### src/rtl/core/ffba_pkg.sv
// Package for the first-fit block allocator: field widths, opcodes, controller
// states and the command/status bundles between controller and datapath.
// No dependencies.
`default_nettype none

package ffba_pkg;

  localparam int unsigned OP_W      = 2;
  localparam int unsigned IDX_W     = 4;
  localparam int unsigned SIZE_W    = 16;
  localparam int unsigned CFG_W     = 5;
  // wide enough for any block count up to 256 and the count itself
  localparam int unsigned LIMIT_W   = 9;
  localparam int unsigned IN_BITS   = OP_W + IDX_W + SIZE_W;
  localparam int unsigned OUT_BITS  = 1 + IDX_W + SIZE_W;
  localparam int unsigned S_TDATA_W = 24;
  localparam int unsigned M_TDATA_W = 24;

  localparam logic [OP_W-1:0] OP_LOAD    = 2'd0;
  localparam logic [OP_W-1:0] OP_REQUEST = 2'd1;
  localparam logic [OP_W-1:0] OP_CLEAR   = 2'd2;

  typedef enum logic [1:0] {
    ST_IDLE,
    ST_SCAN,
    ST_PUSH
  } state_e;

  typedef struct packed {
    logic start;    // item accepted: capture request, zero the result
    logic load_we;  // write the beat's size into the size table
    logic clear;    // drop every taken mark
    logic issue;    // read the next table entry
    logic grant;    // take the entry under compare
  } cmd_t;

  typedef struct packed {
    logic limit_zero;
    logic hit;
    logic all_issued;
  } status_t;

endpackage

`default_nettype wire

### src/rtl/core/ffba_dp.sv
// Datapath of the first-fit block allocator: size table, taken marks,
// scan counter, compare stage and result hold. Depends on ffba_pkg.
`default_nettype none

module ffba_dp #(
  parameter int unsigned NUM_BLOCKS = 16
) (
  input  wire logic                          clk_i,
  input  wire logic                          rst_ni,
  input  wire ffba_pkg::cmd_t                cmd_i,
  input  wire logic [ffba_pkg::IDX_W-1:0]    block_index_i,
  input  wire logic [ffba_pkg::SIZE_W-1:0]   size_value_i,
  input  wire logic [ffba_pkg::CFG_W-1:0]    blocks_in_use_i,
  output ffba_pkg::status_t                  status_o,
  output logic                               res_granted_o,
  output logic [ffba_pkg::IDX_W-1:0]         res_block_o,
  output logic [ffba_pkg::SIZE_W-1:0]        res_leftover_o
);

  localparam int unsigned IW = (NUM_BLOCKS > 1) ? $clog2(NUM_BLOCKS) : 1;
  localparam int unsigned LW = ffba_pkg::LIMIT_W;

  logic [ffba_pkg::SIZE_W-1:0] sizes_q [NUM_BLOCKS];
  logic [NUM_BLOCKS-1:0]       taken_q;
  logic [ffba_pkg::SIZE_W-1:0] size_q;
  logic [IW-1:0]               scan_q;
  logic                        all_issued_q;
  logic [ffba_pkg::SIZE_W-1:0] rd_q;
  logic [IW-1:0]               rd_idx_q;
  logic                        rd_vld_q;
  logic                        res_granted_q;
  logic [ffba_pkg::IDX_W-1:0]  res_block_q;
  logic [ffba_pkg::SIZE_W-1:0] res_leftover_q;

  logic [LW-1:0] cfg_ext;
  logic [LW-1:0] limit;
  logic [LW-1:0] wr_ext;
  logic [LW-1:0] rd_idx_ext;
  logic          wr_ok;
  logic          scan_last;
  logic          hit;

  always_comb begin
    cfg_ext    = LW'(blocks_in_use_i);
    limit      = (cfg_ext > LW'(NUM_BLOCKS)) ? LW'(NUM_BLOCKS) : cfg_ext;
    scan_last  = ((LW'(scan_q) + LW'(1)) == limit);
    wr_ext     = LW'(block_index_i);
    wr_ok      = (wr_ext < LW'(NUM_BLOCKS));
    rd_idx_ext = LW'(rd_idx_q);
    hit        = rd_vld_q && !taken_q[rd_idx_q] && (size_q <= rd_q);
  end

  assign status_o.limit_zero = (limit == '0);
  assign status_o.hit        = hit;
  assign status_o.all_issued = all_issued_q;

  // size table: one write port for loads, one registered read port for the scan
  always_ff @(posedge clk_i) begin
    if (cmd_i.load_we && wr_ok) begin
      sizes_q[wr_ext[IW-1:0]] <= size_value_i;
    end
    if (cmd_i.issue) begin
      rd_q     <= sizes_q[scan_q];
      rd_idx_q <= scan_q;
    end
  end

  always_ff @(posedge clk_i or negedge rst_ni) begin
    if (!rst_ni) begin
      taken_q      <= '0;
      scan_q       <= '0;
      all_issued_q <= 1'b0;
      rd_vld_q     <= 1'b0;
    end else begin
      rd_vld_q <= cmd_i.issue;
      if (cmd_i.clear) begin
        taken_q <= '0;
      end else if (cmd_i.grant) begin
        taken_q[rd_idx_q] <= 1'b1;
      end
      if (cmd_i.start) begin
        scan_q       <= '0;
        all_issued_q <= 1'b0;
      end else if (cmd_i.issue) begin
        scan_q <= scan_q + IW'(1);
        if (scan_last) begin
          all_issued_q <= 1'b1;
        end
      end
    end
  end

  always_ff @(posedge clk_i) begin
    if (cmd_i.start) begin
      size_q         <= size_value_i;
      res_block_q    <= '0;
      res_leftover_q <= '0;
    end else if (cmd_i.grant) begin
      res_block_q    <= rd_idx_ext[ffba_pkg::IDX_W-1:0];
      res_leftover_q <= rd_q - size_q;
    end
  end

  always_ff @(posedge clk_i or negedge rst_ni) begin
    if (!rst_ni) begin
      res_granted_q <= 1'b0;
    end else if (cmd_i.start) begin
      res_granted_q <= 1'b0;
    end else if (cmd_i.grant) begin
      res_granted_q <= 1'b1;
    end
  end

  assign res_granted_o  = res_granted_q;
  assign res_block_o    = res_block_q;
  assign res_leftover_o = res_leftover_q;

endmodule

`default_nettype wire

### src/rtl/core/ffba_ctrl.sv
// Controller of the first-fit block allocator: accepts a beat, runs the
// table scan for requests and hands the result on. Depends on ffba_pkg.
`default_nettype none

module ffba_ctrl (
  input  wire logic                        clk_i,
  input  wire logic                        rst_ni,
  input  wire logic                        in_valid_i,
  output logic                             in_ready_o,
  input  wire logic [ffba_pkg::OP_W-1:0]   opcode_i,
  input  wire ffba_pkg::status_t           status_i,
  input  wire logic                        out_free_i,
  output logic                             push_o,
  output ffba_pkg::cmd_t                   cmd_o
);

  ffba_pkg::state_e state_q, state_d;
  logic             accept;

  always_ff @(posedge clk_i or negedge rst_ni) begin
    if (!rst_ni) begin
      state_q <= ffba_pkg::ST_IDLE;
    end else begin
      state_q <= state_d;
    end
  end

  always_comb begin
    state_d    = state_q;
    in_ready_o = 1'b0;
    push_o     = 1'b0;
    cmd_o      = '0;
    accept     = 1'b0;
    case (state_q)
      ffba_pkg::ST_IDLE: begin
        in_ready_o = 1'b1;
        accept     = in_valid_i;
        if (accept) begin
          cmd_o.start   = 1'b1;
          cmd_o.load_we = (opcode_i == ffba_pkg::OP_LOAD);
          cmd_o.clear   = (opcode_i == ffba_pkg::OP_CLEAR);
          if ((opcode_i == ffba_pkg::OP_REQUEST) && !status_i.limit_zero) begin
            state_d = ffba_pkg::ST_SCAN;
          end else begin
            state_d = ffba_pkg::ST_PUSH;
          end
        end
      end
      ffba_pkg::ST_SCAN: begin
        // reads run one entry ahead of the compare
        if (status_i.hit) begin
          cmd_o.grant = 1'b1;
          state_d     = ffba_pkg::ST_PUSH;
        end else if (status_i.all_issued) begin
          state_d = ffba_pkg::ST_PUSH;
        end else begin
          cmd_o.issue = 1'b1;
        end
      end
      ffba_pkg::ST_PUSH: begin
        if (out_free_i) begin
          push_o  = 1'b1;
          state_d = ffba_pkg::ST_IDLE;
        end
      end
      default: begin
        state_d = ffba_pkg::ST_IDLE;
      end
    endcase
  end

endmodule

`default_nettype wire

### src/rtl/core/first_fit_block_allocator.sv
// Top level of the first-fit block allocator: stream ports, configuration
// register and output register. Depends on ffba_pkg, ffba_ctrl, ffba_dp.
//
//   channel   dir  handshake                 payload
//   s_axis    in   s_axis_tvalid/tready      opcode, block_index, size_value
//   m_axis    out  m_axis_tvalid/tready      granted, granted_block, leftover
//   cfg       in   cfg_valid/cfg_ready       blocks_in_use
//
// One beat at a time. Load, clear and unused opcodes go straight from accept to
// the result push; a request runs the one-entry-per-cycle scan over L entries,
// L = min(blocks_in_use, NUM_BLOCKS), through the single read port of the size
// table and stops at the first fit; with L = 0 it is refused without a scan.
// A held result in the output register does not stop the next beat being
// accepted; it only delays the hand-off.
// Reset clears the taken marks, the state and blocks_in_use; sizes need loading.
`default_nettype none

module first_fit_block_allocator #(
  parameter int unsigned NUM_BLOCKS = 16
) (
  input  wire logic                             clk_i,
  input  wire logic                             rst_ni,
  input  wire logic                             s_axis_tvalid_i,
  output logic                                  s_axis_tready_o,
  // [1:0] opcode, [5:2] block_index, [21:6] size_value, [23:22] zero
  input  wire logic [ffba_pkg::S_TDATA_W-1:0]   s_axis_tdata_i,
  output logic                                  m_axis_tvalid_o,
  input  wire logic                             m_axis_tready_i,
  // [0] granted, [4:1] granted_block, [20:5] leftover, [23:21] zero
  output logic [ffba_pkg::M_TDATA_W-1:0]        m_axis_tdata_o,
  input  wire logic                             cfg_valid_i,
  output logic                                  cfg_ready_o,
  input  wire logic [ffba_pkg::CFG_W-1:0]       cfg_data_i
);

  logic [ffba_pkg::OP_W-1:0]   opcode;
  logic [ffba_pkg::IDX_W-1:0]  block_index;
  logic [ffba_pkg::SIZE_W-1:0] size_value;

  logic [ffba_pkg::CFG_W-1:0]    blocks_in_use_q;
  logic                          out_vld_q;
  logic [ffba_pkg::OUT_BITS-1:0] out_data_q;

  ffba_pkg::cmd_t              cmd;
  ffba_pkg::status_t           status;
  logic                        push;
  logic                        out_free;
  logic                        res_granted;
  logic [ffba_pkg::IDX_W-1:0]  res_block;
  logic [ffba_pkg::SIZE_W-1:0] res_leftover;

  assign opcode      = s_axis_tdata_i[ffba_pkg::OP_W-1:0];
  assign block_index = s_axis_tdata_i[ffba_pkg::OP_W +: ffba_pkg::IDX_W];
  assign size_value  = s_axis_tdata_i[ffba_pkg::OP_W + ffba_pkg::IDX_W +: ffba_pkg::SIZE_W];

  assign cfg_ready_o = 1'b1;

  always_ff @(posedge clk_i or negedge rst_ni) begin
    if (!rst_ni) begin
      blocks_in_use_q <= '0;
    end else if (cfg_valid_i) begin
      blocks_in_use_q <= cfg_data_i;
    end
  end

  assign out_free = !out_vld_q || m_axis_tready_i;

  always_ff @(posedge clk_i or negedge rst_ni) begin
    if (!rst_ni) begin
      out_vld_q <= 1'b0;
    end else if (push) begin
      out_vld_q <= 1'b1;
    end else if (m_axis_tready_i) begin
      out_vld_q <= 1'b0;
    end
  end

  always_ff @(posedge clk_i) begin
    if (push) begin
      out_data_q <= {res_leftover, res_block, res_granted};
    end
  end

  assign m_axis_tvalid_o = out_vld_q;
  assign m_axis_tdata_o  = ffba_pkg::M_TDATA_W'(out_data_q);

  ffba_ctrl u_ctrl (
    .clk_i      (clk_i),
    .rst_ni     (rst_ni),
    .in_valid_i (s_axis_tvalid_i),
    .in_ready_o (s_axis_tready_o),
    .opcode_i   (opcode),
    .status_i   (status),
    .out_free_i (out_free),
    .push_o     (push),
    .cmd_o      (cmd)
  );

  ffba_dp #(
    .NUM_BLOCKS (NUM_BLOCKS)
  ) u_dp (
    .clk_i           (clk_i),
    .rst_ni          (rst_ni),
    .cmd_i           (cmd),
    .block_index_i   (block_index),
    .size_value_i    (size_value),
    .blocks_in_use_i (blocks_in_use_q),
    .status_o        (status),
    .res_granted_o   (res_granted),
    .res_block_o     (res_block),
    .res_leftover_o  (res_leftover)
  );

endmodule

`default_nettype wire

### config.mk
export PLATFORM = sky130hd
export DESIGN_NAME = first_fit_block_allocator
export DESIGN_NICKNAME = d
export VERILOG_FILES = /design/src/rtl/core/ffba_pkg.sv /design/src/rtl/core/ffba_dp.sv /design/src/rtl/core/ffba_ctrl.sv /design/src/rtl/core/first_fit_block_allocator.sv
export SDC_FILE = /design/constraint.sdc
export NUM_CORES = 1
export LEC_CHECK = 0
export BUFFER_PORTS_ARGS = -buffer_cell sky130_fd_sc_hd__buf_2
export CAP_MARGIN = 5
export CORE_MARGIN = 10
export CORE_UTILIZATION = 55
export CTS_CLUSTER_SIZE = 16
export DETAILED_ROUTE_END_ITERATION = 6
export PLACE_DENSITY = 0.73
export SLEW_MARGIN = 20
export SYNTH_ARGS = -nofsm -noshare
export SYNTH_HDL_FRONTEND = slang
export SYNTH_HIERARCHICAL = 1
export SYNTH_SLANG_ARGS = --single-unit
export TNS_END_PERCENT = 30
### constraint.sdc
create_clock -name clk_i -period 3.5 [get_ports clk_i]
set_input_delay 0.35 -clock clk_i [delete_from_list [all_inputs] [get_ports clk_i]]
set_output_delay 0.35 -clock clk_i [all_outputs]
set_load 0.005 [all_outputs]
== After elaboration in Yosys (flattened, before gate mapping) ==
Memory sizes are Yosys's and may differ from the RTL's. A register that Yosys moved wholly into a read port is not among the register bits.
Index checks and enable logic that the tools add are counted.

* Bits in registers: 92
* Memory bits (writable): 256
* Input bits: 34
* Word-level logic and storage cells: 81
* Memories: 1

* Add/subtract/negate cells: 3
* Order comparisons: 4
* Equal/unequal tests: 8
* Mux-type cells: 33
* Bitwise operators: 1
* Reductions and logical operators: 18

{| class="wikitable"
|+ Memory list
! memory !! depth !! width !! rd ports !! clocked after memory_dff !! wr ports !! RTL line !! source
|-
| u_dp.sizes_q || 16 || 16 || 1 || 1 || 1 || ffba_dp.sv:23 || <nowiki>logic [ffba_pkg::SIZE_W-1:0] sizes_q [NUM_BLOCKS];</nowiki>
|}

{| class="wikitable"
|+ Operators with widths
! kind !! count
|-
| $mux 16 || 2
|-
| $mux 1 || 17
|-
| $le 16x16->1 || 1
|-
| $or 16x16->16 || 1
|-
| $sub 16x16->16 || 1
|-
| $mux 2 || 6
|-
| $reduce_bool 2->1 || 5
|-
| $eq 9x9->1 || 1
|-
| $logic_not 9->1 || 1
|-
| $mux 4 || 2
|-
| $mux 3 || 2
|-
| $pmux 2 s3 || 1
|-
| $add 4x1->5 const B || 1
|-
| $gt 5x5->1 const B || 1
|-
| $lt 4x5->1 const B || 1
|-
| $mux 5 || 1
|-
| $add 4x1->4 const B || 1
|-
| $bmux 1 s4 || 1
|-
| $demux 1 s4 || 1
|-
| $eq 2x1->1 const B || 2
|-
| $eq 2x2->1 const B || 2
|-
| $ge 4x1->1 const B || 1
|-
| $logic_and 1x1->1 || 4
|-
| $logic_not 2->1 || 2
|-
| 6 further kinds || 9
|}

== Longest topological paths before layout ==
* Word-level depth: 9
* Depth in mapped cells: 16
* Gate-level depth less buffers: 13

== Hierarchy ==
The synthesis kept the hierarchy.

{| class="wikitable"
|+ By module, submodules not included
! module !! times used !! cells an instance !! area each (um^2) !! seq. area each (um^2)
|-
| ffba_dp || 1 || 868 || 13819.5 || 9744.3
|-
| first_fit_block_allocator || 1 || 40 || 887.1 || 780.7
|-
| ffba_ctrl || 1 || 17 || 156.4 || 50.0
|}

== Least setup slack after synthesis ==
Ideal clock, no wire load.

* Path kind: reg-to-reg
* From: register u_dp/rd_q[11] (netlist bit) (read register of u_dp.sizes_q)
* To: register u_dp.all_issued_q
* Setup time: 72 ps
* Arrival: 3348 ps
* Data required time: 3428 ps
* Setup slack: 80 ps
* Cell stages (with the launch flop): 13
* Path buffers: 2
* Cells stage by stage: edfxtp_1 ha_1 clkbuf_1 a21o_1 nor3_1 o41ai_1 o21ai_0 a21oi_1 buf_4 nor3b_2 o311a_1 a41oi_1 nor2_1

{| class="wikitable"
|+ RTL lines
! element !! RTL line !! source
|-
| start: declaration || ffba_dp.sv:28 || <nowiki>logic [ffba_pkg::SIZE_W-1:0] rd_q;</nowiki>
|-
| end signal: assignment || ffba_dp.sv:72 || <nowiki>all_issued_q <= 1'b0;</nowiki>
|-
| end signal: assignment || ffba_dp.sv:83 || <nowiki>all_issued_q <= 1'b0;</nowiki>
|-
| end signal: assignment || ffba_dp.sv:87 || <nowiki>all_issued_q <= 1'b1;</nowiki>
|-
| end: declaration || ffba_dp.sv:27 || <nowiki>logic all_issued_q;</nowiki>
|}

==> impl_metrics.ini <==
[worst_setup_path]
timing.reg2reg.worst_path_depth = 13
reg2reg_setup_slack_ns = 0.24
critPathMaxStageDelay_ns = 0.46
r2r_path_start = u_dp/size_q[0]
cp_cell_sequence = ha_1 > fa_1 > nor2b_4 > o31ai_4 > a31oi_2 > o21ai_0 > a21oi_1 > and2_1 > buf_4 > nand2b_1 > nor4_1 > o21ai_0 > o211ai_1
cpLargestDelayFamily = simple AND/OR/NAND/NOR gates
critPathKind = reg -> reg
data_arrival_time_at_the_worst_slack_endpoint_ns = 3.69
endpoint_of_the_lowest_slack_register_to_register_path = u_dp/res_leftover_o[15]
critPathMaxFanout = 11
crit_path_frequent_cell = sky130_fd_sc_hd__o21ai_0
critical_path.slowest_cell = sky130_fd_sc_hd__fa_1
crit_required_ns = 3.93
timing.critical_path.buf_inv = 1
critPathCaptureType = register
start_kind = register

[floorplanning]
dieArea_um2 = 34000
initial_standard_cell_utilization_of_the_core_pct = 55.5
chipHeight_um = 184
floorplan.rows = 60
floorplan.io_pins = 61
placeable_core_area_um2 = 26800
floorplan.die.width_um = 184

[synth]
synth.cell_area_um2 = 14900
yosys.area.top_type_share_pct = 63.2
synthCells = 925
count_of_flip_flops_with_a_built_in_enable_after_synthesis = 313
netlist-cell-type-count = 68
synth.ff_latch_count = 364
synth-seq-area-share_pct = 71.2
avgSynthCellArea_um2 = 16.1
synth_top_cells_by_area = sky130_fd_sc_hd__edfxtp_1 63%, sky130_fd_sc_hd__mux4_2 5.5%, sky130_fd_sc_hd__dfrtp_1 5.2%
ys_dominant_reg_cell = sky130_fd_sc_hd__edfxtp_1
synthDominantAreaCellType = sky130_fd_sc_hd__edfxtp_1
synthArstFlopShare_pct = 8.52
yosys_warnings = 6

[grt]
grt_util_all_layers_pct = 16.6
maximum_number_of_pins_on_one_net_before_global_route_repair = 36
grt_pass1_vias = 8075
grt_pass1_wl_um = 44700
initial_antenna_violation_count = 0
grt_overflow_total = 0

[sta]
finalHoldViolations = 0
grt_setup_unrepaired = false
slew_headroom_pct = 40.7
max_freq_ghz = 0.307
timing.clock.skew_ns = 0.0102
layout_setup_ws_ns = 0.241
period_share_pct = 93.1
setup-tns-final_ns = 0
final_max_slew_viol_count = 0
period_minus_slack_ns = 3.26
report.final.setup_viol = 0
tightestPinTransition_ns = 0.886

[detailed_routing]
wl_per_cell_um = 20.2
dr.first_iter.drc_count = 749
drt_pass1_iterations = 5
drt_drc_violations_left = 0
antenna_violating_nets_post_route = 0
route.detailed.vias_per_inst = 5.88
postRouteWirelength_um = 27800
num_vias = 8075

[finish]
layout-drive-gt1-share_pct = 20.0
instances_no_fill = 1374
total_area_of_sequential_cells_um2 = 10600
finish.net_count = 1058
postLayoutCellArea_um2 = 16800
multi_input_area_um2 = 3970
areaGrowthSynthToFinish_pct = 12.8
finalCoreUtilization_pct = 62.6
antenna-diode-count = 0
final.fill_count = 1926

[min_path]
min_from = cfg_data_i[1]
holdPathStages = 2
destination_of_the_worst_hold_path = blocks_in_use_q[1]
min-delay-path-class = in -> reg

[placement]
numPlacedInstances = 1306
replace_congestion = 0.854
place_worst_setup_slack_ns = 0.154
sum_of_net_half_perimeters_after_detailed_placement_um = 18000
buffer_ports.inserted = 54
dpl-instance-area_um2 = 15600

[power]
power_frac_comb_pct = 20.0
power.density_nw_per_um2 = 665
sequentialPowerShare_pct = 47.6
internal_power_mw = 8.13
p_sw_share_pct = 27.0
power_frac_clock_pct = 32.4
net-switching-power_mw = 3.01
worst_ir_drop_vdd_mv = 0.429
cellLeakagePower_nw = 5.82

[clock_network]
ctsRootBufferMaster = sky130_fd_sc_hd__clkbuf_16
cts_htree_levels = 2
clock_latency_ns = 0.52
cts_post_setup_buffers_inserted = 0
reg_clk_slew_reported_paths_ns = 0.06
clock-sinks = 364
tritoncts.num_buffers = 38
number_of_buffers_on_the_longest_clock_path = 3
tritoncts = yes

[run]
timing.max_cap.violations = 0

[run_status]
status = complete, no violations
## synth_stat cells (12+ instances only)
cell type                  instances
sky130_fd_sc_hd__clkbuf_1         22
sky130_fd_sc_hd__dfrtp_1          31
sky130_fd_sc_hd__mux4_2           36
sky130_fd_sc_hd__mux2_2           15
sky130_fd_sc_hd__nor2_1           53
sky130_fd_sc_hd__a221oi_1         16
sky130_fd_sc_hd__a22oi_1          17
sky130_fd_sc_hd__ha_1             17
sky130_fd_sc_hd__buf_2            12
sky130_fd_sc_hd__a21oi_1          48
sky130_fd_sc_hd__nand2_1          34
sky130_fd_sc_hd__inv_1            25
sky130_fd_sc_hd__o21ai_0          47
sky130_fd_sc_hd__edfxtp_1        313
sky130_fd_sc_hd__nand2b_1         14
sky130_fd_sc_hd__nor3_1           12
sky130_fd_sc_hd__mux2i_1          53
sky130_fd_sc_hd__dfxtp_1          20
## worst register-to-register path, stage by stage (launching register included)
cell and delay (ns):
sky130_fd_sc_hd__edfxtp_1 0.36, sky130_fd_sc_hd__ha_1 0.23, sky130_fd_sc_hd__fa_1 0.46, sky130_fd_sc_hd__nor2b_4 0.18, sky130_fd_sc_hd__o31ai_4 0.09, sky130_fd_sc_hd__a31oi_2 0.24, sky130_fd_sc_hd__o21ai_0 0.16, sky130_fd_sc_hd__a21oi_1 0.19
sky130_fd_sc_hd__and2_1 0.32, sky130_fd_sc_hd__buf_4 0.24, sky130_fd_sc_hd__nand2b_1 0.18, sky130_fd_sc_hd__nor4_1 0.31, sky130_fd_sc_hd__o21ai_0 0.14, sky130_fd_sc_hd__o211ai_1 0.10
## cells in the final DEF (no fill, tap or decap), types with 15 or more instances in the layout
cell type / instances
sky130_fd_sc_hd__ha_1: 17
sky130_fd_sc_hd__clkbuf_16: 39
sky130_fd_sc_hd__o21ai_0: 47
sky130_fd_sc_hd__a21oi_1: 48
sky130_fd_sc_hd__dfxtp_1: 20
sky130_fd_sc_hd__a221oi_1: 16
sky130_fd_sc_hd__edfxtp_1: 313
sky130_fd_sc_hd__buf_2: 54
sky130_fd_sc_hd__a22oi_1: 17
sky130_fd_sc_hd__buf_4: 32
sky130_fd_sc_hd__mux2_2: 15
sky130_fd_sc_hd__nand2_1: 34
sky130_fd_sc_hd__inv_1: 25
sky130_fd_sc_hd__mux2i_1: 53
sky130_fd_sc_hd__nor2_1: 52
sky130_fd_sc_hd__dfrtp_1: 30
sky130_fd_sc_hd__mux4_2: 36
## timing repair
item | in CTS | in global routing
endpoints found under the hold margin | 31 | 0
gates resized for setup | 0 | 1
hold buffers | 1 | 0
endpoints found under the setup margin | 0 | 2
## cells by family after synthesis
kind of cell | synth area share (%)
AOI/OAI and AO/OA | 8.04
xor gates and xnor gates | 0.530
adders and majority gates | 1.57
buffers and inverters | 2.45
DFF | 71.2
muxes | 10.6
other | 0.0505
and+or+nand+nor | 5.60
## sequential cells by signal, summed over array words and instances, names as in the netlist
name and count:
out_data_q 21, u_dp/res_block_o 4, u_dp/res_leftover_o 16, u_dp/rd_idx_q 4
u_dp/scan_q 4, u_ctrl/state_q 2, m_axis_tvalid_o 1, u_dp/all_issued_q 1
u_dp/res_granted_o 1, u_dp/sizes_q 256, blocks_in_use_q 5, u_dp/rd_q 16
u_dp/taken_q 16, u_dp/size_q 16, u_dp/rd_vld_q 1
## layout make-up
cell class / count / share of cell area, %
flip-flops and latches: 364 / 63.1
multi-input cells: 487 / 23.7
clock buffers: 53 / 6.19
repair buffers: 90 / 3.46
well taps: 341 / 2.54
inverters: 25 / 0.560
clock inverters: 14 / 0.433
## power by group through the flow
stage          Clock (mW)  Sequential [mW]  Combinational [mW]
3_5_place_dp            0             5.39                2.22
5_1_grt              3.86             5.34                2.46
6_report             3.61             5.30                2.23
3_3_place_gp            0             5.38                2.19
2_1_floorplan           0             5.27                1.67
4_1_cts              3.69             5.30                2.23
## how the worst max path moves through the flow
stage	end	from	cells past startpoint
floorplan	u_dp/all_issued_q	u_dp/rd_q[11]	12
global placement	u_dp/taken_q[12]	u_dp/size_q[0]	12
finish	u_dp/res_leftover_o[15]	u_dp/size_q[0]	13
global route	u_dp/res_leftover_o[15]	u_dp/size_q[0]	13
CTS	u_dp/res_leftover_o[15]	u_dp/size_q[0]	13
detailed placement	u_dp/res_leftover_o[15]	u_dp/size_q[0]	13
## through the flow
step                      power (mW)  hold slack [ns]
final                           11.1           0.0696
after CTS                       11.2           0.0544
after global placement          7.57            0.408
after global routing            11.7           0.0622
after detailed placement        7.61            0.412
after floorplan                 6.95           0.0544
## layer usage
metal	global-route usage (%)	up-vias	wire length, um
met5	0	-	0
met4	4.72	0	579
met3	3.03	44	1500
met2	27.1	211	13500
met1	22.4	4045	12300
li1	-	3775	-
Note: power is estimated with default switching activity, not from simulation.
